**src/hw/rtl/grc_pkg.sv**
```systemverilog
// ----------------------------------------------------------------------------
// Grid ray cast package
// Constants, payload types and state encodings shared by the ray caster.
// ----------------------------------------------------------------------------
package grc_pkg;

  localparam int unsigned GRID_W     = 8;
  localparam int unsigned GRID_H     = 8;
  localparam int unsigned FRAC_BITS  = 12;
  localparam int unsigned ANGLE_BITS = 12;
  localparam int unsigned QBITS      = ANGLE_BITS - 2;

  localparam int unsigned POS_W      = 15;
  localparam int unsigned ANG_IN_W   = 12;
  localparam int unsigned DOUT_W     = 16;
  localparam int unsigned MAP_W      = 64;
  localparam int unsigned MAP_IW     = 6;

  localparam int unsigned MAG_W      = 16;
  localparam int unsigned Z_W        = 17;
  localparam int unsigned MUL_W      = 18;
  localparam int unsigned QUO_W      = FRAC_BITS + 17;
  localparam int unsigned DIV_CW     = $clog2(QUO_W);
  localparam int unsigned BUDGET     = GRID_W * GRID_H;
  localparam int unsigned CNT_W      = $clog2(BUDGET + 1);
  localparam int unsigned DIST_W     = QUO_W + CNT_W;
  localparam int unsigned GAP_W      = FRAC_BITS + 1;
  localparam int unsigned CELL_W     = POS_W - FRAC_BITS;
  localparam int unsigned ROW_W      = CELL_W + CNT_W + 2;
  localparam int unsigned X_W        = DIST_W + 2;
  localparam int unsigned CIDX_W     = $clog2(GRID_W);
  localparam int unsigned RIDX_W     = $clog2(GRID_H);

  // Quarter-wave sine polynomial coefficients
  localparam logic [MUL_W-1:0] POLY_A = MUL_W'(9279);
  localparam logic [MUL_W-1:0] POLY_B = MUL_W'(84095);
  localparam logic [MUL_W-1:0] POLY_C = MUL_W'(205887);

  localparam logic [DOUT_W-1:0] DIST_MAX = '1;

  typedef logic [ANGLE_BITS-1:0]  angle_t;
  typedef logic [QBITS:0]         qres_t;
  typedef logic signed [ROW_W-1:0] crd_t;
  typedef logic signed [X_W-1:0]  xpos_t;

  typedef struct packed {
    logic [POS_W-1:0]    origin_x;
    logic [POS_W-1:0]    origin_y;
    logic [ANG_IN_W-1:0] angle;
  } ray_req_t;

  typedef struct packed {
    logic [DOUT_W-1:0] distance;
    logic              hit;
  } ray_rsp_t;

  typedef struct packed {
    logic [POS_W-1:0]  px;
    logic [POS_W-1:0]  py;
    logic [MAG_W-1:0]  sm;
    logic [MAG_W-1:0]  cm;
    logic              sneg;
    logic              cneg;
    logic              h_act;
    logic              v_act;
    logic [QUO_W-1:0]  step_h;
    logic [QUO_W-1:0]  step_v;
    logic [DIST_W-1:0] dist_h;
    logic [DIST_W-1:0] dist_v;
    crd_t              row_h;
    crd_t              col_v;
  } job_t;

  typedef enum logic [2:0] {
    F_IDLE,
    F_TRIG,
    F_DIVGO,
    F_DIV,
    F_INIT,
    F_PUSH
  } front_state_e;

  typedef enum logic [1:0] {
    B_IDLE,
    B_MUL,
    B_STEP
  } back_state_e;

endpackage

```
**src/hw/rtl/grc_back.sv**
```systemverilog
// ----------------------------------------------------------------------------
// Grid ray cast walker
// Step grid-line crossings, test wall cells and hold the result.
// ----------------------------------------------------------------------------
module grc_back (
  input  logic                      clk_i,
  input  logic                      rst_ni,
  input  logic                      job_valid_i,
  output logic                      job_ready_o,
  input  grc_pkg::job_t             job_i,
  input  logic [grc_pkg::MAP_W-1:0] grid_map_i,
  output logic                      out_valid_o,
  input  logic                      out_ready_i,
  output grc_pkg::ray_rsp_t         out_rsp_o
);

  grc_pkg::back_state_e state_q, state_d;
  grc_pkg::job_t        job_q;
  logic [grc_pkg::CNT_W-1:0]  n_q;
  logic [grc_pkg::DIST_W-1:0] off_h_q, off_v_q;
  logic                       out_valid_q;
  grc_pkg::ray_rsp_t          rsp_q, rsp_d;

  logic [grc_pkg::DIST_W+grc_pkg::MAG_W-1:0] pr_h, pr_v;
  grc_pkg::xpos_t x_h, y_v;
  logic           row_h_ok, col_v_ok, col_h_ok, row_v_ok, in_h, in_v;
  logic [grc_pkg::CIDX_W-1:0] col_h_idx, col_v_idx;
  logic [grc_pkg::RIDX_W-1:0] row_h_idx, row_v_idx;
  logic           wall_h, wall_v, take_h, done, slot_free, advance;
  logic [grc_pkg::DIST_W-1:0] hit_dist;

  function automatic logic [grc_pkg::DOUT_W-1:0] sat(logic [grc_pkg::DIST_W-1:0] d);
    return (d > grc_pkg::DIST_W'(grc_pkg::DIST_MAX)) ? grc_pkg::DIST_MAX
                                                      : grc_pkg::DOUT_W'(d);
  endfunction

  assign pr_h = job_q.dist_h * job_q.cm;
  assign pr_v = job_q.dist_v * job_q.sm;

  // Crossing positions along the other axis
  assign x_h = job_q.cneg ? grc_pkg::xpos_t'(job_q.px) - grc_pkg::xpos_t'(off_h_q)
                          : grc_pkg::xpos_t'(job_q.px) + grc_pkg::xpos_t'(off_h_q);
  assign y_v = job_q.sneg ? grc_pkg::xpos_t'(job_q.py) - grc_pkg::xpos_t'(off_v_q)
                          : grc_pkg::xpos_t'(job_q.py) + grc_pkg::xpos_t'(off_v_q);

  assign col_h_ok = !x_h[grc_pkg::X_W-1] &&
    (x_h[grc_pkg::X_W-1:grc_pkg::FRAC_BITS] < (grc_pkg::X_W-grc_pkg::FRAC_BITS)'(grc_pkg::GRID_W));
  assign row_v_ok = !y_v[grc_pkg::X_W-1] &&
    (y_v[grc_pkg::X_W-1:grc_pkg::FRAC_BITS] < (grc_pkg::X_W-grc_pkg::FRAC_BITS)'(grc_pkg::GRID_H));
  assign row_h_ok = !job_q.row_h[grc_pkg::ROW_W-1] &&
    (job_q.row_h[grc_pkg::ROW_W-2:0] < (grc_pkg::ROW_W-1)'(grc_pkg::GRID_H));
  assign col_v_ok = !job_q.col_v[grc_pkg::ROW_W-1] &&
    (job_q.col_v[grc_pkg::ROW_W-2:0] < (grc_pkg::ROW_W-1)'(grc_pkg::GRID_W));

  assign in_h = job_q.h_act && row_h_ok && col_h_ok;
  assign in_v = job_q.v_act && row_v_ok && col_v_ok;

  assign col_h_idx = x_h[grc_pkg::FRAC_BITS +: grc_pkg::CIDX_W];
  assign row_v_idx = y_v[grc_pkg::FRAC_BITS +: grc_pkg::RIDX_W];
  assign row_h_idx = job_q.row_h[grc_pkg::RIDX_W-1:0];
  assign col_v_idx = job_q.col_v[grc_pkg::CIDX_W-1:0];

  assign wall_h = grid_map_i[grc_pkg::MAP_IW'(row_h_idx * grc_pkg::GRID_W + col_h_idx)];
  assign wall_v = grid_map_i[grc_pkg::MAP_IW'(row_v_idx * grc_pkg::GRID_W + col_v_idx)];

  // Nearer crossing; a tie goes to the vertical one
  assign take_h = job_q.h_act && (!job_q.v_act || job_q.dist_h < job_q.dist_v);

  always_comb begin
    done     = 1'b0;
    rsp_d    = '{distance: grc_pkg::DIST_MAX, hit: 1'b0};
    hit_dist = take_h ? job_q.dist_h : job_q.dist_v;
    if (n_q == grc_pkg::CNT_W'(grc_pkg::BUDGET)) begin
      done = 1'b1;
    end else if (!in_h && !in_v) begin
      done = 1'b1;
    end else if (take_h ? (in_h && wall_h) : (in_v && wall_v)) begin
      done  = 1'b1;
      rsp_d = '{distance: sat(hit_dist), hit: 1'b1};
    end
  end

  assign slot_free = !out_valid_q || out_ready_i;
  assign advance   = (state_q == grc_pkg::B_STEP) && !done;

  // Next state
  always_comb begin
    state_d = state_q;
    case (state_q)
      grc_pkg::B_IDLE: if (job_valid_i) state_d = grc_pkg::B_MUL;
      grc_pkg::B_MUL:  state_d = grc_pkg::B_STEP;
      grc_pkg::B_STEP: begin
        if (!done) begin
          state_d = grc_pkg::B_MUL;
        end else if (slot_free) begin
          state_d = grc_pkg::B_IDLE;
        end
      end
      default: state_d = grc_pkg::B_IDLE;
    endcase
  end

  // Outputs
  always_comb begin
    job_ready_o = 1'b0;
    case (state_q)
      grc_pkg::B_IDLE: job_ready_o = 1'b1;
      default: ;
    endcase
  end

  always_ff @(posedge clk_i or negedge rst_ni) begin
    if (!rst_ni) begin
      state_q     <= grc_pkg::B_IDLE;
      out_valid_q <= 1'b0;
      n_q         <= '0;
    end else begin
      state_q <= state_d;
      if (state_q == grc_pkg::B_STEP && done && slot_free) begin
        out_valid_q <= 1'b1;
      end else if (out_ready_i) begin
        out_valid_q <= 1'b0;
      end
      if (state_q == grc_pkg::B_IDLE) begin
        n_q <= '0;
      end else if (advance) begin
        n_q <= n_q + grc_pkg::CNT_W'(1);
      end
    end
  end

  always_ff @(posedge clk_i) begin
    if (state_q == grc_pkg::B_IDLE && job_valid_i) begin
      job_q <= job_i;
    end
    if (state_q == grc_pkg::B_MUL) begin
      off_h_q <= grc_pkg::DIST_W'(pr_h >> 16);
      off_v_q <= grc_pkg::DIST_W'(pr_v >> 16);
    end
    if (advance) begin
      if (take_h) begin
        job_q.dist_h <= job_q.dist_h + grc_pkg::DIST_W'(job_q.step_h);
        job_q.row_h  <= job_q.sneg ? job_q.row_h - grc_pkg::crd_t'(1)
                                   : job_q.row_h + grc_pkg::crd_t'(1);
      end else begin
        job_q.dist_v <= job_q.dist_v + grc_pkg::DIST_W'(job_q.step_v);
        job_q.col_v  <= job_q.cneg ? job_q.col_v - grc_pkg::crd_t'(1)
                                   : job_q.col_v + grc_pkg::crd_t'(1);
      end
    end
    if (state_q == grc_pkg::B_STEP && done && slot_free) begin
      rsp_q <= rsp_d;
    end
  end

  assign out_valid_o = out_valid_q;
  assign out_rsp_o   = rsp_q;

endmodule

```
**config.mk**
```make
export PLATFORM = sky130hd
export DESIGN_NAME = grc_back
export DESIGN_NICKNAME = d
export VERILOG_FILES = /design/src/hw/rtl/grc_pkg.sv /design/src/hw/rtl/grc_back.sv
export SDC_FILE = /design/constraint.sdc
export NUM_CORES = 2
export LEC_CHECK = 0
export BUFFER_PORTS_ARGS = -buffer_cell sky130_fd_sc_hd__buf_2
export CORE_AREA = 2 2 298 300
export CTS_CLUSTER_SIZE = 20
export DETAILED_ROUTE_END_ITERATION = 10
export DIE_AREA = 0 0 300 302
export GPL_TIMING_DRIVEN = 0
export MAX_ROUTING_LAYER = met4
export PLACE_DENSITY_LB_ADDON = 0.1
export SETUP_SLACK_MARGIN = 0.15
export SYNTH_ARGS = -nofsm -noshare
export SYNTH_HDL_FRONTEND = slang
export SYNTH_SLANG_ARGS = --single-unit
```
**constraint.sdc**
```tcl
create_clock -name clk_i -period 8.5 [get_ports clk_i]
set_clock_uncertainty 0.05 [all_clocks]
set_input_delay 2.125 -clock clk_i [delete_from_list [all_inputs] [get_ports clk_i]]
set_output_delay 2.125 -clock clk_i [all_outputs]
set_load 0.05 [all_outputs]
```
## Word level (Yosys, flattened, before mapping)

Index checks and enable logic that the tools add are counted.

| word-level totals | value |
|---|---|
| register bits | 319 |
| bits of input ports | 288 |
| logic and storage cells | 112 |
| output and inout bits | 19 |

| operators by class | value |
|---|---|
| mux-type cells | 29 |
| magnitude comparators | 8 |
| equality and inequality tests | 5 |
| reduce and logical (&&, ||, !) cells | 33 |
| $add $sub $neg | 13 |
| bitwise logic cells | 1 |
| $mul | 2 |

Operator list:

| kind | number |
|---|---|
| $mux W96 | 2 |
| $mux W36 | 3 |
| $mul A36 B16 Y52 | 2 |
| $mux W38 | 2 |
| $add A15 B36 Y37 | 2 |
| $sub A15 B36 Y37 | 2 |
| $add A36 B29 Y36 | 2 |
| $lt A26 B4 Y1 const B | 2 |
| $mux W12 | 4 |
| $gt A36 B16 Y1 const B | 1 |
| $lt A36 B36 Y1 | 1 |
| $add A12 B2 Y12 const B | 2 |
| $sub A12 B2 Y12 const B | 2 |
| $lt A11 B4 Y1 const B | 2 |
| $logic_and A1 B1 Y1 | 16 |
| $lt A6 B7 Y1 const B | 2 |
| $mux W7 | 2 |
| $add A6 B3 Y6 | 2 |
| $bmux W1 S6 | 2 |
| $mux W1 | 10 |
| $logic_not A1 Y1 | 9 |
| $add A7 B1 Y7 const B | 1 |
| $eq A7 B7 Y1 const B | 1 |
| $mux W2 | 3 |
| other kinds (12) | 14 |

## Depth between registers and ports, before layout

| logic depth | value |
|---|---|
| depth in word-level cells | 15 |
| depth in mapped cells | 29 |
| depth with buffers taken out | 28 |

## Least setup slack after synthesis

OpenSTA, ideal clock, no wires.

| timing path | value |
|---|---|
| path kind | register -> register |
| start point | register job_q[93] (netlist bit) |
| end point | register off_h_q[34] (netlist bit) (data pin) |
| buffers on the path | 2 |
| arrival time | 6.906 ns |
| stages on the path, launching flop included | 28 |
| setup slack | 1.282 ns |
| required time | 8.188 ns |
| clock period less this slack | 7.218 ns |
| cells stage by stage | dfxtp_1 > clkbuf_1 > buf_1 > nand2_1 > fa_1 > inv_1 > fa_1 > fa_1 > fa_1 > fa_1 > inv_1 > fa_1 > inv_1 > ha_1 > a21o_1 > a21o_1 > a21o_1 > a21o_1 > a21oi_1 > o21bai_1 > a21o_1 > a21oi_1 > a21boi_0 > o21a_1 > o21a_1 > o41ai_1 > o21bai_1 > xor2_1 |

| on the way | value |
|---|---|
| longest elaborated chain between the ends | 1 |

RTL lines:

| element | RTL line | RTL |
|---|---|---|
| start, declared | grc_back.sv:18 | `grc_pkg::job_t job_q;` |
| start signal, assigned | grc_back.sv:134 | `job_q <= job_i;` |
| $mul A36 B16 Y52 | grc_back.sv:37 | `assign pr_h = job_q.dist_h * job_q.cm;` |
| net pr_h, one bit | grc_back.sv:24 | `logic [grc_pkg::DIST_W+grc_pkg::MAG_W-1:0] pr_h, pr_v;` |
| end signal, assigned | grc_back.sv:137 | `off_h_q <= grc_pkg::DIST_W'(pr_h >> 16);` |
| end, declared | grc_back.sv:20 | `logic [grc_pkg::DIST_W-1:0] off_h_q, off_v_q;` |

The timed path passes the listed nets, and every way through them passes these cells.
A chain may end at the register's enable or synchronous reset.

## Worst setup path after layout

| timing path | value |
|---|---|
| start point | register job_q[35] (netlist bit) |
| end point | register off_v_q[35] (netlist bit) (data pin) |

| on the way | value |
|---|---|
| longest elaborated chain between the ends | 1 |

RTL lines:

| element | RTL line | RTL |
|---|---|---|
| $mul A36 B16 Y52 | grc_back.sv:38 | `assign pr_v = job_q.dist_v * job_q.sm;` |
| net pr_v, one bit | grc_back.sv:24 |  |
| end signal, assigned | grc_back.sv:138 | `off_v_q <= grc_pkg::DIST_W'(pr_v >> 16);` |
| end, declared | grc_back.sv:20 |  |

The timed path passes the listed nets, and every way through them passes these cells.

==> impl_metrics.json <==
{
  "crit_arrival_ns": 8.48,
  "portBuffers": 306,
  "setup_violations": 0,
  "dieArea_mm2": 0.0906,
  "antenna_found_initial": 10,
  "clock_latency_ns": 0.66,
  "ys_seq_area_share_pct": 15.2,
  "hold_viol_final": 0,
  "cts_tree": "yes",
  "path_clk_slew_ns": 0.06,
  "clockRootBuffer": "clkbuf_16",
  "max_cap_violations": 0,
  "final_common_cell": "inv_1",
  "synth_edf_count": 213,
  "min_period_over_period_pct": 96.0,
  "gr-max-usage-layer": "met2",
  "vias": 47300,
  "synthArstFlopShare_pct": 3.13,
  "nets": 8252,
  "rows": 109,
  "cp_data_required_time_ns": 8.82,
  "die_y_um": 302,
  "first_pass_iters": 8,
  "r2r-end": "off_v_q[35]",
  "report.final.slew_viol_count": 0,
  "layout_common_cells": "inv_1, fa_1, nand2_1, and2_1, ha_1",
  "grt_pass1_vias": 48300,
  "reg2reg_slack_ns": 0.34,
  "postCtsHoldBufs": 0,
  "crit_path_max_incr_delay_ns": 0.61,
  "yosysUniqueCellTypes": 96,
  "drtAntennaViolNets": 0,
  "final.setup.worst_slack_ns": 0.337,
  "cpMostUsedCell": "fa_1",
  "grt_usage_pct": 42.3,
  "grt_pass1_wl_um": 280000,
  "pre_cts_ws_ns": -0.850,
  "drive_gt1_share_pct": 9.48,
  "core_mm2": 0.0876,
  "slowest_stage": "dfxtp_2",
  "hold_path_class": "reg2reg",
  "status": "complete, no violations",
  "place.gp.congestion": 1.02,
  "cts.sinks": 319,
  "placed_cells": 7710,
  "relSlewSlack_pct": 2.84,
  "holdPathEnd": "job_q[23]",
  "routedWlPerCell_um": 23.4,
  "cts_buffer_depth": 3,
  "htreeDepth": 2,
  "start_util_pct": 64.3,
  "crit_path_max_fanout": 10,
  "syn_area_per_cell_um2": 9.04,
  "grt_setup_unrepaired": "true",
  "hp-start": "job_q[23]",
  "finalCriticalPeriod_ns": 8.16,
  "timing_worst_setup_path_type": "reg2reg",
  "tightest_slew_ns": 1.46,
  "fmax_mhz": 123,
  "r2r_start": "job_q[35]",
  "met1_usage_pct": 55.3,
  "synth_area_mm2": 0.0563,
  "dpl.hpwl_um": 149000,
  "drtIter0Drc": 4753,
  "cts_buffers": 41,
  "syn-num-nets": 7884,
  "end_kind": "flip-flop",
  "gr-total-overflow": 0,
  "stdcell_count": 7807,
  "min_path_cells": 2,
  "drcViolationCount": 0,
  "grt_util_met2_pct": 61.4,
  "use_met3_pct": 13.5,
  "ios": 307,
  "die-width_um": 300,
  "ys.warnings.count": 0,
  "reg2reg_depth": 27,
  "synthFlopType": "edfxtp_1",
  "area_growth_pct": 8.64,
  "postRouteWirelength_um": 182000,
  "avgViaCountPerCell": 6.06,
  "synth_cells": 6233,
  "grt_max_degree": 66,
  "ys_ff_latch": 319,
  "cp-start-kind": "flip-flop"
}
[stage by stage]
step	utilization, %	hold slack [ns]	area, µm²	TNS, ns
3_5_place_dp	67.9	0.502	59500	-7.16
3_3_place_gp	67.7	0.485	59300	-169.38
5_1_grt	69.9	0.535	61200	0
4_1_cts	69.7	0.509	61000	0
2_1_floorplan	-	0.431	56300	0
6_report	69.9	0.511	61200	0
[cell families after synthesis]
kind of cell    Yosys count  synth area share, %
xor+xnor                141                 2.19
fa+ha+maj              1363                 42.9
compound gates          806                 9.79
simple gates           2071                 18.0
mux                     112                 2.40
flops                   319                 15.2
buf+inv                1421                 9.51
[Yosys cell counts, types with 33 or more instances]
cell type	number	area share, %
xor2_1	53	0.82
nor2b_1	41	0.46
nand3_1	70	0.62
edfxtp_1	213	11
nand4_1	50	0.56
o21ai_0	99	0.88
nor4_1	33	0.37
clkbuf_1	313	2.1
and3_1	41	0.46
a21o_1	72	0.96
and2_1	482	5.4
nor2_1	257	1.7
nand2b_1	62	0.69
ha_1	413	9.2
a211oi_1	113	1.5
nor3_1	67	0.60
nand2_1	872	5.8
mux2i_1	74	1.3
dfxtp_1	96	3.4
xnor2_1	88	1.4
o211ai_1	36	0.48
fa_1	950	34
inv_1	1087	7.2
a21oi_1	213	1.9
[worst max path at each step]
stage	end	start
after CTS	off_v_q[35]	job_q[181]
after global placement	col_v_idx[0]	job_valid_i
after global routing	off_h_q[34]	job_q[161]
after detailed placement	off_v_q[35]	job_q[177]
final	off_v_q[35]	job_q[35]
after floorplan	off_h_q[34]	job_q[93]
[per-layer routing]
layer	wire length, µm	up-vias	part of all wire, %
li1	-	20700	-
met3	24600	524	13
met5	0	-	0
met2	78400	2891	43
met1	71000	23200	39
met4	8440	0	4.6
[state kept, by name, indices dropped and copies added, names as in the netlist]
register and cells:
off_h_q 36, col_v_idx 3, off_v_q 36, job_q 217, state_q 2, out_rsp_o 17
n_q 7, out_valid_o 1
[worst max-delay path: cells and delay by family, from the launching register on]
family          cells  cell delay [ns]
fa+ha+maj           7             3.35
compound gates     11             2.65
buf+inv             5             0.71
flops               1             0.61
simple gates        3             0.33
xor+xnor            1             0.15
[cell type report]
type                            count  area [µm²]
Clock inverter                     23         236
Antenna cell                        8        20.0
Tap cell                         1165        1460
Multi-Input combinational cell   4493       42500
Sequential cell                   319        8600
Timing Repair Buffer              328        1780
Buffer                            329        1470
Inverter                         1089        4090
Clock buffer                       53        1070
Fill cell                        6983       26400
[repair_timing]
item,CTS,global route
pin swaps,1,0
endpoints found under the setup margin,31,16
gates resized for setup,92,173
setup buffers,13,3
Power is left out: the tool's default activity adds up to more than one toggle a clock period on the data nets, which glitch-free logic cannot reach.
