===== src/hw/rtl/grc_pkg.sv =====
// ----------------------------------------------------------------------------
// Grid ray cast package
// Constants, payload types and state encodings shared by the ray caster.
// ----------------------------------------------------------------------------
package grc_pkg;

  localparam int unsigned GRID_W     = 8;
  localparam int unsigned GRID_H     = 8;
  localparam int unsigned FRAC_BITS  = 12;
  localparam int unsigned ANGLE_BITS = 12;
  localparam int unsigned QBITS      = ANGLE_BITS - 2;

  localparam int unsigned POS_W      = 15;
  localparam int unsigned ANG_IN_W   = 12;
  localparam int unsigned DOUT_W     = 16;
  localparam int unsigned MAP_W      = 64;
  localparam int unsigned MAP_IW     = 6;

  localparam int unsigned MAG_W      = 16;
  localparam int unsigned Z_W        = 17;
  localparam int unsigned MUL_W      = 18;
  localparam int unsigned QUO_W      = FRAC_BITS + 17;
  localparam int unsigned DIV_CW     = $clog2(QUO_W);
  localparam int unsigned BUDGET     = GRID_W * GRID_H;
  localparam int unsigned CNT_W      = $clog2(BUDGET + 1);
  localparam int unsigned DIST_W     = QUO_W + CNT_W;
  localparam int unsigned GAP_W      = FRAC_BITS + 1;
  localparam int unsigned CELL_W     = POS_W - FRAC_BITS;
  localparam int unsigned ROW_W      = CELL_W + CNT_W + 2;
  localparam int unsigned X_W        = DIST_W + 2;
  localparam int unsigned CIDX_W     = $clog2(GRID_W);
  localparam int unsigned RIDX_W     = $clog2(GRID_H);

  // Quarter-wave sine polynomial coefficients
  localparam logic [MUL_W-1:0] POLY_A = MUL_W'(9279);
  localparam logic [MUL_W-1:0] POLY_B = MUL_W'(84095);
  localparam logic [MUL_W-1:0] POLY_C = MUL_W'(205887);

  localparam logic [DOUT_W-1:0] DIST_MAX = '1;

  typedef logic [ANGLE_BITS-1:0]  angle_t;
  typedef logic [QBITS:0]         qres_t;
  typedef logic signed [ROW_W-1:0] crd_t;
  typedef logic signed [X_W-1:0]  xpos_t;

  typedef struct packed {
    logic [POS_W-1:0]    origin_x;
    logic [POS_W-1:0]    origin_y;
    logic [ANG_IN_W-1:0] angle;
  } ray_req_t;

  typedef struct packed {
    logic [DOUT_W-1:0] distance;
    logic              hit;
  } ray_rsp_t;

  typedef struct packed {
    logic [POS_W-1:0]  px;
    logic [POS_W-1:0]  py;
    logic [MAG_W-1:0]  sm;
    logic [MAG_W-1:0]  cm;
    logic              sneg;
    logic              cneg;
    logic              h_act;
    logic              v_act;
    logic [QUO_W-1:0]  step_h;
    logic [QUO_W-1:0]  step_v;
    logic [DIST_W-1:0] dist_h;
    logic [DIST_W-1:0] dist_v;
    crd_t              row_h;
    crd_t              col_v;
  } job_t;

  typedef enum logic [2:0] {
    F_IDLE,
    F_TRIG,
    F_DIVGO,
    F_DIV,
    F_INIT,
    F_PUSH
  } front_state_e;

  typedef enum logic [1:0] {
    B_IDLE,
    B_MUL,
    B_STEP
  } back_state_e;

endpackage


===== src/hw/rtl/grc_queue.sv =====
// ----------------------------------------------------------------------------
// Grid ray cast job queue
// Two-entry queue between the front end and the walker.
// ----------------------------------------------------------------------------
module grc_queue (
  input  logic          clk_i,
  input  logic          rst_ni,
  input  logic          in_valid_i,
  output logic          in_ready_o,
  input  grc_pkg::job_t in_job_i,
  output logic          out_valid_o,
  input  logic          out_ready_i,
  output grc_pkg::job_t out_job_o
);

  grc_pkg::job_t mem_q [2];
  logic          wr_q, rd_q;
  logic [1:0]    cnt_q;
  logic          push, pop;

  assign in_ready_o  = cnt_q != 2'd2;
  assign out_valid_o = cnt_q != 2'd0;
  assign push        = in_valid_i && in_ready_o;
  assign pop         = out_valid_o && out_ready_i;
  assign out_job_o   = mem_q[rd_q];

  always_ff @(posedge clk_i or negedge rst_ni) begin
    if (!rst_ni) begin
      wr_q  <= 1'b0;
      rd_q  <= 1'b0;
      cnt_q <= '0;
    end else begin
      if (push) wr_q <= ~wr_q;
      if (pop)  rd_q <= ~rd_q;
      cnt_q <= cnt_q + {1'b0, push} - {1'b0, pop};
    end
  end

  always_ff @(posedge clk_i) begin
    if (push) mem_q[wr_q] <= in_job_i;
  end

endmodule


===== config.mk =====
export PLATFORM = sky130hd
export DESIGN_NAME = grc_queue
export DESIGN_NICKNAME = d
export VERILOG_FILES = /design/src/hw/rtl/grc_pkg.sv /design/src/hw/rtl/grc_queue.sv
export SDC_FILE = /design/constraint.sdc
export NUM_CORES = 1
export LEC_CHECK = 0
export ABC_AREA = 1
export BUFFER_PORTS_ARGS = -buffer_cell sky130_fd_sc_hd__buf_2
export CORE_MARGIN = 1.5
export CORE_UTILIZATION = 47
export CTS_CLUSTER_DIAMETER = 40
export CTS_CLUSTER_SIZE = 14
export DETAILED_ROUTE_END_ITERATION = 10
export PLACE_DENSITY_LB_ADDON = 0.25
export SYNTH_ARGS = -nofsm -noshare
export SYNTH_HDL_FRONTEND = slang
export SYNTH_SLANG_ARGS = --single-unit

===== constraint.sdc =====
create_clock -name clk_i -period 11.2 [get_ports clk_i]
set_input_delay 0 -clock clk_i [delete_from_list [all_inputs] [get_ports clk_i]]
set_output_delay 0 -clock clk_i [all_outputs]
set_load 0.05 [all_outputs]

---- Word-level counts from Yosys, hierarchy flattened ----
Memory sizes are Yosys's and may differ from the RTL's.
Cells that the tools add are included.
word-level totals
  register bits after elaboration ......... 4
  memories ................................ 1
  memory bits (writable) .................. 440
  output and inout port bits .............. 222
  input bits .............................. 224
  logic and storage cells ................. 14
memory list
  memory  words  bits a word  read ports  clocked after memory_dff  wr ports  RTL line         text
  mem_q   2      220          1           0                         1         grc_queue.sv:16  grc_pkg::job_t mem_q [2];
operators by class
  reductions and logical operators ........ 3
  mux-type cells .......................... 2
  bitwise logic cells ..................... 2
  add/subtract/negate cells ............... 2
  equal/unequal tests ..................... 1
operators with widths
  kind                                           count
  adder 2 x 1 -> 2 bit                           1
  logical AND 1 bit                              2
  2-to-1 mux 1 bit                               2
  inequality test 2 bit (second input constant)  1
  NOT 1 bit                                      2
  nonzero test 2 bit                             1
  subtractor 2 x 1 -> 2 bit                      1

---- Longest topological paths before layout ----
Gate-level depths: netlist of the first run.
  word-level depth ........................ 4
  gate-level depth with buffers ........... 10
  gate-level depth less buffers ........... 10

---- Worst setup path before layout of the first run ----
Ideal clock, no wire load.
  path kind ............................... register -> register
  start ................................... reg cnt_q[1]
  end ..................................... mem mem_q[1][0] (netlist name) (enable)
  cell stages (with the launch flop) ...... 4
  slack ................................... 326 ps
  clock period less this slack ............ 10,874 ps
  arrival ................................. 10,068 ps
  setup time .............................. 805 ps
  buffers on the path ..................... 0
  data required time ...................... 10,395 ps
  cells stage by stage .................... dfrtp_1 nand2_1 nand2_1 nor2_1
between the ends
  longest elaborated chain between the ends .. 4
RTL lines
  what                                    RTL line         text
  start, declared                         grc_queue.sv:18  logic [1:0] cnt_q;
  start signal, assigned                  grc_queue.sv:35  cnt_q <= cnt_q + {1'b0, push} - {1'b0, pop};
  inequality test 2 bit                   grc_queue.sv:21  assign in_ready_o = cnt_q != 2'd2;
  named net in_ready_o                    grc_queue.sv:9   output logic in_ready_o,
  logical AND 1 bit                       grc_queue.sv:23  assign push = in_valid_i && in_ready_o;
  2-to-1 mux 1 bit                        grc_queue.sv:40  if (push) mem_q[wr_q] <= in_job_i;
  2-to-1 mux 1 bit (not written as such)  grc_queue.sv:40
  end, declared                           grc_queue.sv:16
The timed path passes the listed nets, and every way through them passes these cells.

==> out/qor.yml, run 1 <==
gr-usage-met3_pct: 6.86
crit_buf_inv: 3
maxCapViolCount: 0
pwr-share-clk_pct: 24.7
grt_pass1_vias: 11500
grt_usage_pct: 22.3
syn_area_per_cell_um2: 13.8
viasPerCell: 4.79
core_mm2: 0.0344
cts_root_buf: "clkbuf_16"
place_congestion: 0.797
die_h_um: 189
die_area_mm2: 0.0358
fin_crit_sh_pct: 32.3
ir_drop_mv: 0.223
p_seq_share_pct: 33.1
crit_cells: 5
worst_setup_path_start_kind: "flop"
rsz0062_at_grt: "no"
htreeDepth: 2
status: "completed"
slew_headroom_pct: 27.0
first_pass_iters: 5
die_x_um: 189
grt_overflow: 0
cts.repair.resized: 0
vias: 11300
pre_cts_ws_ns: 7.94
setup_slack_ns: 7.58
min_from: "in_job_i[186]"
routed_wl_mm: 40.8
synth.most_common_cell: "nand2_1"
ant_nets: 0
dp_cells: 2040
synth_enable_flop_cells: 440
synthFlopType: "edfxtp_1"
initial_core_util_pct: 47.4
fin_nets: 2088
holdWs_ns: 0.149
synth_commonest_cells: "673 x nand2_1, 440 x edfxtp_1, 24 x buf_2"
crit_fanout: 136
dp_hpwl_mm: 23.0
holdPathStages: 2
post_drt_wl_per_cell_um: 17.2
pwr-share-comb_pct: 42.2
syn_inst: 1181
switchingPower_uw: 3260
grt_pass1_wl_mm: 61.3
final.setup_skew_ns: 0.0218
synth_top_area_share_pct: 81.0
min-delay-path-class: "input port to flop"
cts_buffer_depth: 3
leakagePower_uw: 0.00983
insertion_delay_ns: 0.57
rows: 68
path_clk_slew_ns: 0.07
slowest_stage: "buf_4"
crit_family: "buffers and inverters"
finalHoldViolations: 0
r2r_cells: 5
synthesis.nets: 1407
p_int_uw: 3930
top_usage_layer: "met2"
path_cells: "inv_6, buf_4, nand2_1, nand2_1, buf_2"
antenna_found_initial: 5
post_cts_buffers: 0
grt_max_degree: 137
cts_tree: "built"
slowest_delay_ns: 0.89
yosysWarnings: 0
fin_setup_tns_ns: 0
regToRegStartpoint: "cnt_q[1]"
synth_cell_type_count: 11
pin_count: 446
setup_violations: 0
arrival_ns: 3.62
fin_crit_ns: 3.62
cts_sinks: 444
power_density_mw_per_mm2: 314
met1_usage_pct: 25.6
maxSlewViolCount: 0
drive_gt1_share_pct: 28.7
tightest_slew_ns: 1.09
cpMostUsedCell: "nand2_1"
crit_path_end_kind: "output port"
syn-cell-area_mm2: 0.0163
io_buffers: 445
synth_top_area_cell: "edfxtp_1"
drcViolationCount: 0
synthTopCellsByArea: "edfxtp_1 81%, nand2_1 15%, buf_6 1.5%"
fin_cells: 2363
startpoint: "rd_q"
cts_made_buffers: 51
ys_seq_elements: 444
yosysSeqAreaShare_pct: 81.6
switching_share_pct: 45.4
synthArstFlopShare_pct: 0.901
setup.worst_path.class: "flop to output port"
synthToLayoutAreaGrowth_pct: 40.4
crit_required_ns: 11.20
drt_iter0_drc: 729
grt_util_met2_pct: 39.5
fmax_ghz: 0.276
[layer usage]
metal / vias to the layer above / part of all wire (%)
met5: - / 0
met4: 0 / 2.7
met3: 75 / 9.3
met2: 511 / 52
met1: 5354 / 36
li1: 5382 / -
[cells by family (layout without fill, tap and decap cells)]
logic type	Yosys count	after routing	share of synthesized area, %
other cells	0	6	0
flops	444	444	81.6
fa+ha+maj	2	2	0.153
buf+inv	58	779	2.59
simple gates	677	677	15.6
[worst paths after layout]
kind / endpoint / slack [ns]
worst max-delay path: out_job_o[151] / 7.58
worst min-delay path: mem_q[1][186] / 0.15
worst max register to register: mem_q[1][58] / 7.94
worst min register to register: wr_q / 0.47
max in group asynchronous: rd_q / 10.64
min in group asynchronous: wr_q / 0.35
[registers in the layout, summed over array words and instances (netlist names)]
signal	cells
cnt_q	2
mem_q	440
rd_q	1
wr_q	1
[worst register-to-register path, stage by stage, from the launching register on]
cell,delay [ns]
dfrtp_1,0.39
nand2_1,0.12
nand2_1,0.13
nor2_4,0.46
buf_4,0.73
buf_4,0.97
[metrics by stage]
step                      cell area [um2]  util [%]  total power (uW)
final                               22900      66.6              7190
after global routing                22900      66.6              7490
after CTS                           22900      66.5              7200
after detailed placement            18800      54.7              5360
after global placement              18800      54.7              5340
after floorplan                     16300         -              4780
[power by group through the flow]
stage                     clock network [uW]  logic [uW]  registers (uW)
after detailed placement                   0        2960            2410
after floorplan                            0        2310            2470
after global routing                    1870        3210            2410
final                                   1780        3030            2380
after CTS                               1800        3030            2370
after global placement                     0        2950            2390
[placed cells by master (no fill, tap or decap)]
master         Yosys  routed
inv_6              0       8
edfxtp_1         440     440
dfrtp_4            0       1
nand2_1          673     673
clkinv_8           0       1
dlygate4sd3_1      0     224
bufinv_16          0      10
clkinv_2           0       7
clkinvlp_4         0       7
buf_2             24     445
inv_8              0       4
clkbuf_1           0       2
clkbuf_16          0      52
nor2_4             0       1
buf_4              4       8
dfrtp_1            4       3
inv_1              8       7
nand3_1            3       3
ha_1               2       2
clkinv_1           0       2
clkinv_4           0       2
diode_2            0       6
[layout make-up]
type                    instances  area, um2
diodes                          6       15.0
clock buffers                  54       1310
clock inverters                39        524
fillers                      2419      11500
inverters                       9       46.3
multi-input cells             679       2580
flip-flops and latches        444      13300
well taps                     455        569
repair buffers                677       4530
[repair_timing]
action,4_1_cts,5_1_grt
hold buffers,224,0
endpoints found under the hold margin,449,0
setup endpoints to repair,0,0
(Power assumes the default switching activity.)
==> run 2, diff against run 1 <==
- CORE_UTILIZATION: 47 -> 51
- clock period: 11.2 -> 3.4 ns (I/O delays scaled with it)
==> out/qor.yml, run 2 (same netlist as run 1, synthesis figures left out) <==
fin_crit_ns: 2.63
p_seq_share_pct: 33.0
top_regs: "mem_q (440), cnt_q (2)"
pin_count: 446
cts_buffer_depth: 3
setup_violations: 0
holdWs_ns: 0.163
mostFrequentLayoutCell: "nand2_1"
antenna_found_initial: 5
core_mm2: 0.0315
worst_setup_path_start_kind: "flop"
fillers: 1872
leakagePower_uw: 0.00982
crit_required_ns: 3.40
grt_overflow: 0
cts_made_buffers: 53
final.setup_skew_ns: 0.0114
die_area_mm2: 0.0331
switching_share_pct: 46.2
min-delay-path-class: "input port to flop"
pwr-share-clk_pct: 23.3
routed_wl_mm: 42.2
place_congestion: 0.787
final_cell_mix: "671 x nand2_1, 445 x buf_2, 440 x edfxtp_1"
fmax_ghz: 0.381
setup.worst_path.class: "flop to output port"
post_cts_buffers: 0
p_int_uw: 12700
slew_headroom_pct: 7.12
crit_path_end_kind: "output port"
switchingPower_uw: 10900
htreeDepth: 2
synthToLayoutAreaGrowth_pct: 40.2
initial_core_util_pct: 51.8
status: "completed"
post_drt_wl_per_cell_um: 18.2
drcViolationCount: 0
finalPower_uw: 23500
maxSlewViolCount: 0
top_register: "mem_q"
power_density_mw_per_mm2: 1030
pre_cts_ws_ns: 1.21
ant_nets: 0
cts_root_buf: "clkbuf_16"
die_h_um: 182
cts_sinks: 444
maxCapViolCount: 0
grt_pass1_vias: 12000
grt_pass1_wl_mm: 64.1
drt_iter0_drc: 989
insertion_delay_ns: 0.56
pwr-share-comb_pct: 43.7
arrival_ns: 2.63
die_x_um: 182
grt_max_degree: 222
grt_usage_pct: 25.3
rows: 65
drive_gt1_share_pct: 29.0
fin_nets: 2096
dp_hpwl_mm: 23.3
first_pass_iters: 5
tightest_slew_ns: 1.39
ir_drop_mv: 0.874
fin_crit_sh_pct: 77.3
setup_slack_ns: 0.773
crit_fanout: 221
viasPerCell: 5.01
finalHoldViolations: 0
largest_reg_flops: 440
rsz0062_at_grt: "no"
io_buffers: 445
vias: 11600
path_clk_slew_ns: 0.06
cts_tree: "built"
[run 2: cell count changes in the layout (fill, tap and decap cells not counted), sizes merged]
| cell | change |
|---|---|
| buf | +6 |
| bufinv | -6 |
| clkbuf | +3 |
| clkinv | +3 |
| clkinvlp | +2 |
| diode | -2 |
| inv | -2 |
[run 2: through the flow]
stage,utilization [%],setup TNS (ns),std cells,instance area (um2)
6_report,72.7,0,2314,22900
5_1_grt,72.7,0,2314,22900
4_1_cts,72.6,0,2310,22900
3_5_place_dp,60.0,0,1993,18900
3_3_place_gp,60.0,0,1993,18900
2_1_floorplan,-,-407.65,1181,16400
[run 2: final timing paths]
| path | to | cells past startpoint | start | slack, ns |
|---|---|---|---|---|
| setup reg to reg | mem_q[0][173] | 5 | cnt_q[0] | 1.28 |
| setup / recovery | out_job_o[180] | 4 | rd_q | 0.77 |
| max in group asynchronous | rd_q | 3 | rst_ni | 2.83 |
| min in group asynchronous | wr_q | 3 | rst_ni | 0.37 |
| hold reg to reg | wr_q | 2 | wr_q | 0.49 |
| hold / removal | mem_q[0][160] | 2 | in_job_i[160] | 0.16 |
[run 2: metal layers]
layer	GRT usage, %	routed length (um)	vias to the layer above	share of wire, %
met1	28.5	14700	5467	35
met3	7.84	4410	120	10
met5	0	13	-	0.031
li1	-	-	5384	-
met2	44.3	21300	615	51
met4	11.1	1700	2	4.0
[run 2: final cells by class]
type                       instances  area (um2)  share of cell area (%)
sequential                       444       13300                    58.2
clock buffer                      57        1340                    5.87
inverter                           9        42.5                   0.186
tap                              402         503                    2.20
multi-input combinational        679        2610                    11.4
clock inverter                    36         377                    1.65
antenna                            4        10.0                  0.0438
timing repair buffer             683        4660                    20.4
[run 2: what timing repair did]
action	CTS	global route
gates resized for setup	0	0
hold buffers	224	0
hold endpoints to repair	447	0
[run 2: power groups by stage]
| stage | Sequential (uW) | Combinational (uW) | Clock [uW] |
|---|---|---|---|
| after floorplan | 7930 | 7650 | 0 |
| after global placement | 7790 | 9900 | 0 |
| after detailed placement | 7840 | 9950 | 0 |
| after CTS | 7740 | 10200 | 5540 |
| after global routing | 7860 | 10800 | 5770 |
| final | 7770 | 10300 | 5490 |
[run 2: critical path: stages (launching register included)]
cell and delay (ns):
dfrtp_4 0.45, buf_12 0.46, nand2_1 0.16, nand2_1 0.19, buf_2 0.29
==> run 3, diff against run 2 <==
- CORE_UTILIZATION: 51 -> 47
- clock period: 3.4 -> 2.4 ns (I/O delays scaled with it)
==> out/qor.yml, run 3 (same netlist as run 1, synthesis figures left out) <==
ir_drop_mv: 1.23
finalPower_uw: 33500
drcViolationCount: 0
htreeDepth: 2
power_density_mw_per_mm2: 1450
min-delay-path-class: "input port to flop"
ant_nets: 0
fin_nets: 2103
min_to: "mem_q[1][17]"
final_cell_area_mm2: 0.0231
io_buffers: 445
die_h_um: 189
synthToLayoutAreaGrowth_pct: 41.7
mostFrequentLayoutCell: "nand2_1"
maxCapViolCount: 0
grt_max_degree: 114
cts_root_buf: "clkbuf_16"
r2r_cells: 4
place_congestion: 0.797
die_area_mm2: 0.0358
regToRegStartpoint: "cnt_q[1]"
dp_hpwl_mm: 24.3
pin_count: 446
grt_usage_pct: 22.1
cts_buffer_depth: 3
rr_endpoint: "mem_q[1][209]"
cts_sinks: 444
maxSlewViolCount: 0
insertion_delay_ns: 0.56
dp_cells: 2055
grt_overflow: 0
drive_gt1_share_pct: 29.1
initial_core_util_pct: 47.4
final.setup_skew_ns: 0.00829
routed_wl_mm: 40.6
vias: 11300
top_register: "mem_q"
cts.repair.resized: 0
largest_reg_flops: 440
min_from: "in_job_i[17]"
leakagePower_uw: 0.00992
antenna_found_initial: 4
top_regs: "mem_q (440), cnt_q (2)"
viasPerCell: 4.76
fmax_ghz: 0.449
rsz0062_at_grt: "no"
cts_made_buffers: 51
path_clk_slew_ns: 0.06
grt_pass1_wl_mm: 60.6
rows: 68
slew_headroom_pct: 61.3
fin_crit_sh_pct: 92.9
arrival_ns: 2.23
crit_fanout: 38
post_drt_wl_per_cell_um: 17.1
fillers: 2333
placedInstanceArea_mm2: 0.0191
final_cell_mix: "671 x nand2_1, 445 x buf_2, 440 x edfxtp_1"
setup.worst_path.class: "flop to output port"
status: "completed"
core_mm2: 0.0344
final_core_util_pct: 67.2
finalHoldViolations: 0
drt_iter0_drc: 633
worst_setup_path_start_kind: "flop"
setup_violations: 0
rrSetupSlack_ns: 0.65
die_x_um: 189
holdWs_ns: 0.156
holdPathStages: 2
post_cts_buffers: 0
fin_cells: 2376
fin_crit_ns: 2.23
cts_tree: "built"
grt_pass1_vias: 11500
first_pass_iters: 5
crit_path_end_kind: "output port"
crit_required_ns: 2.40
tightest_slew_ns: 0.581
run 3: cell count changes in the layout (fill, tap and decap cells not counted), moves of 3 or more:
cell / before / now
bufinv_16: 4 / 7
clkinvlp_4: 9 / 5
clkinv_1: 3 / 8
buf_12: 7 / 12
buf_4: 7 / 11
inv_6: 8 / 4
run 3: area by class of cell:
type | instances | area [um2] | area share (%)
inverter | 9 | 42.5 | 0.184
clock buffer | 57 | 1340 | 5.80
multi-input combinational | 679 | 2610 | 11.3
tap | 455 | 569 | 2.46
timing repair buffer | 692 | 4790 | 20.7
antenna | 5 | 12.5 | 0.0542
sequential | 444 | 13300 | 57.6
clock inverter | 35 | 417 | 1.80
run 3: how the worst max path moves through the flow:
stage	to	from	cells past startpoint	slack, ns
5_1_grt	out_job_o[189]	rd_q	5	0.08
3_3_place_gp	mem_q[1][98]	cnt_q[1]	4	0.66
3_5_place_dp	mem_q[1][102]	cnt_q[1]	4	0.63
4_1_cts	out_job_o[69]	rd_q	5	0.15
6_report	out_job_o[189]	rd_q	5	0.17
2_1_floorplan	mem_q[0][0]	cnt_q[0]	4	-1.94
run 3: report_power, final:
group          internal [uW]  leakage [uW]  switching (uW)
Combinational           2950       0.00493           11700
Clock                   4830      0.000847            3100
Sequential             10600       0.00414             407
Total                  18300       0.00992           15200
run 3: critical path, stage by stage, from the launching register on:
cell and delay (ns):
dfrtp_4 0.52, inv_6 0.31, buf_4 0.33, nand2_1 0.09, nand2_1 0.12, buf_2 0.28
run 3: layer usage:
metal  vias up  GRT usage [%]  routed length (um)
li1       5413              -                   -
met1      5361           25.4               15200
met2       473           38.4               20200
met3        73           7.17                3890
met4         0           8.15                1180
met5         -              0                   0
run 3: stage by stage:
stage,setup TNS (ns),setup WS [ns]
after CTS,0,0.152
after global routing,0,0.0762
after floorplan,-847.65,-1.94
final,0,0.171
after global placement,0,0.656
after detailed placement,0,0.628
run 3: timing repair:
| action | in CTS | in global routing |
|---|---|---|
| endpoints found under the hold margin | 451 | 0 |
| endpoints found under the setup margin | 0 | 0 |
| hold buffers | 224 | 0 |
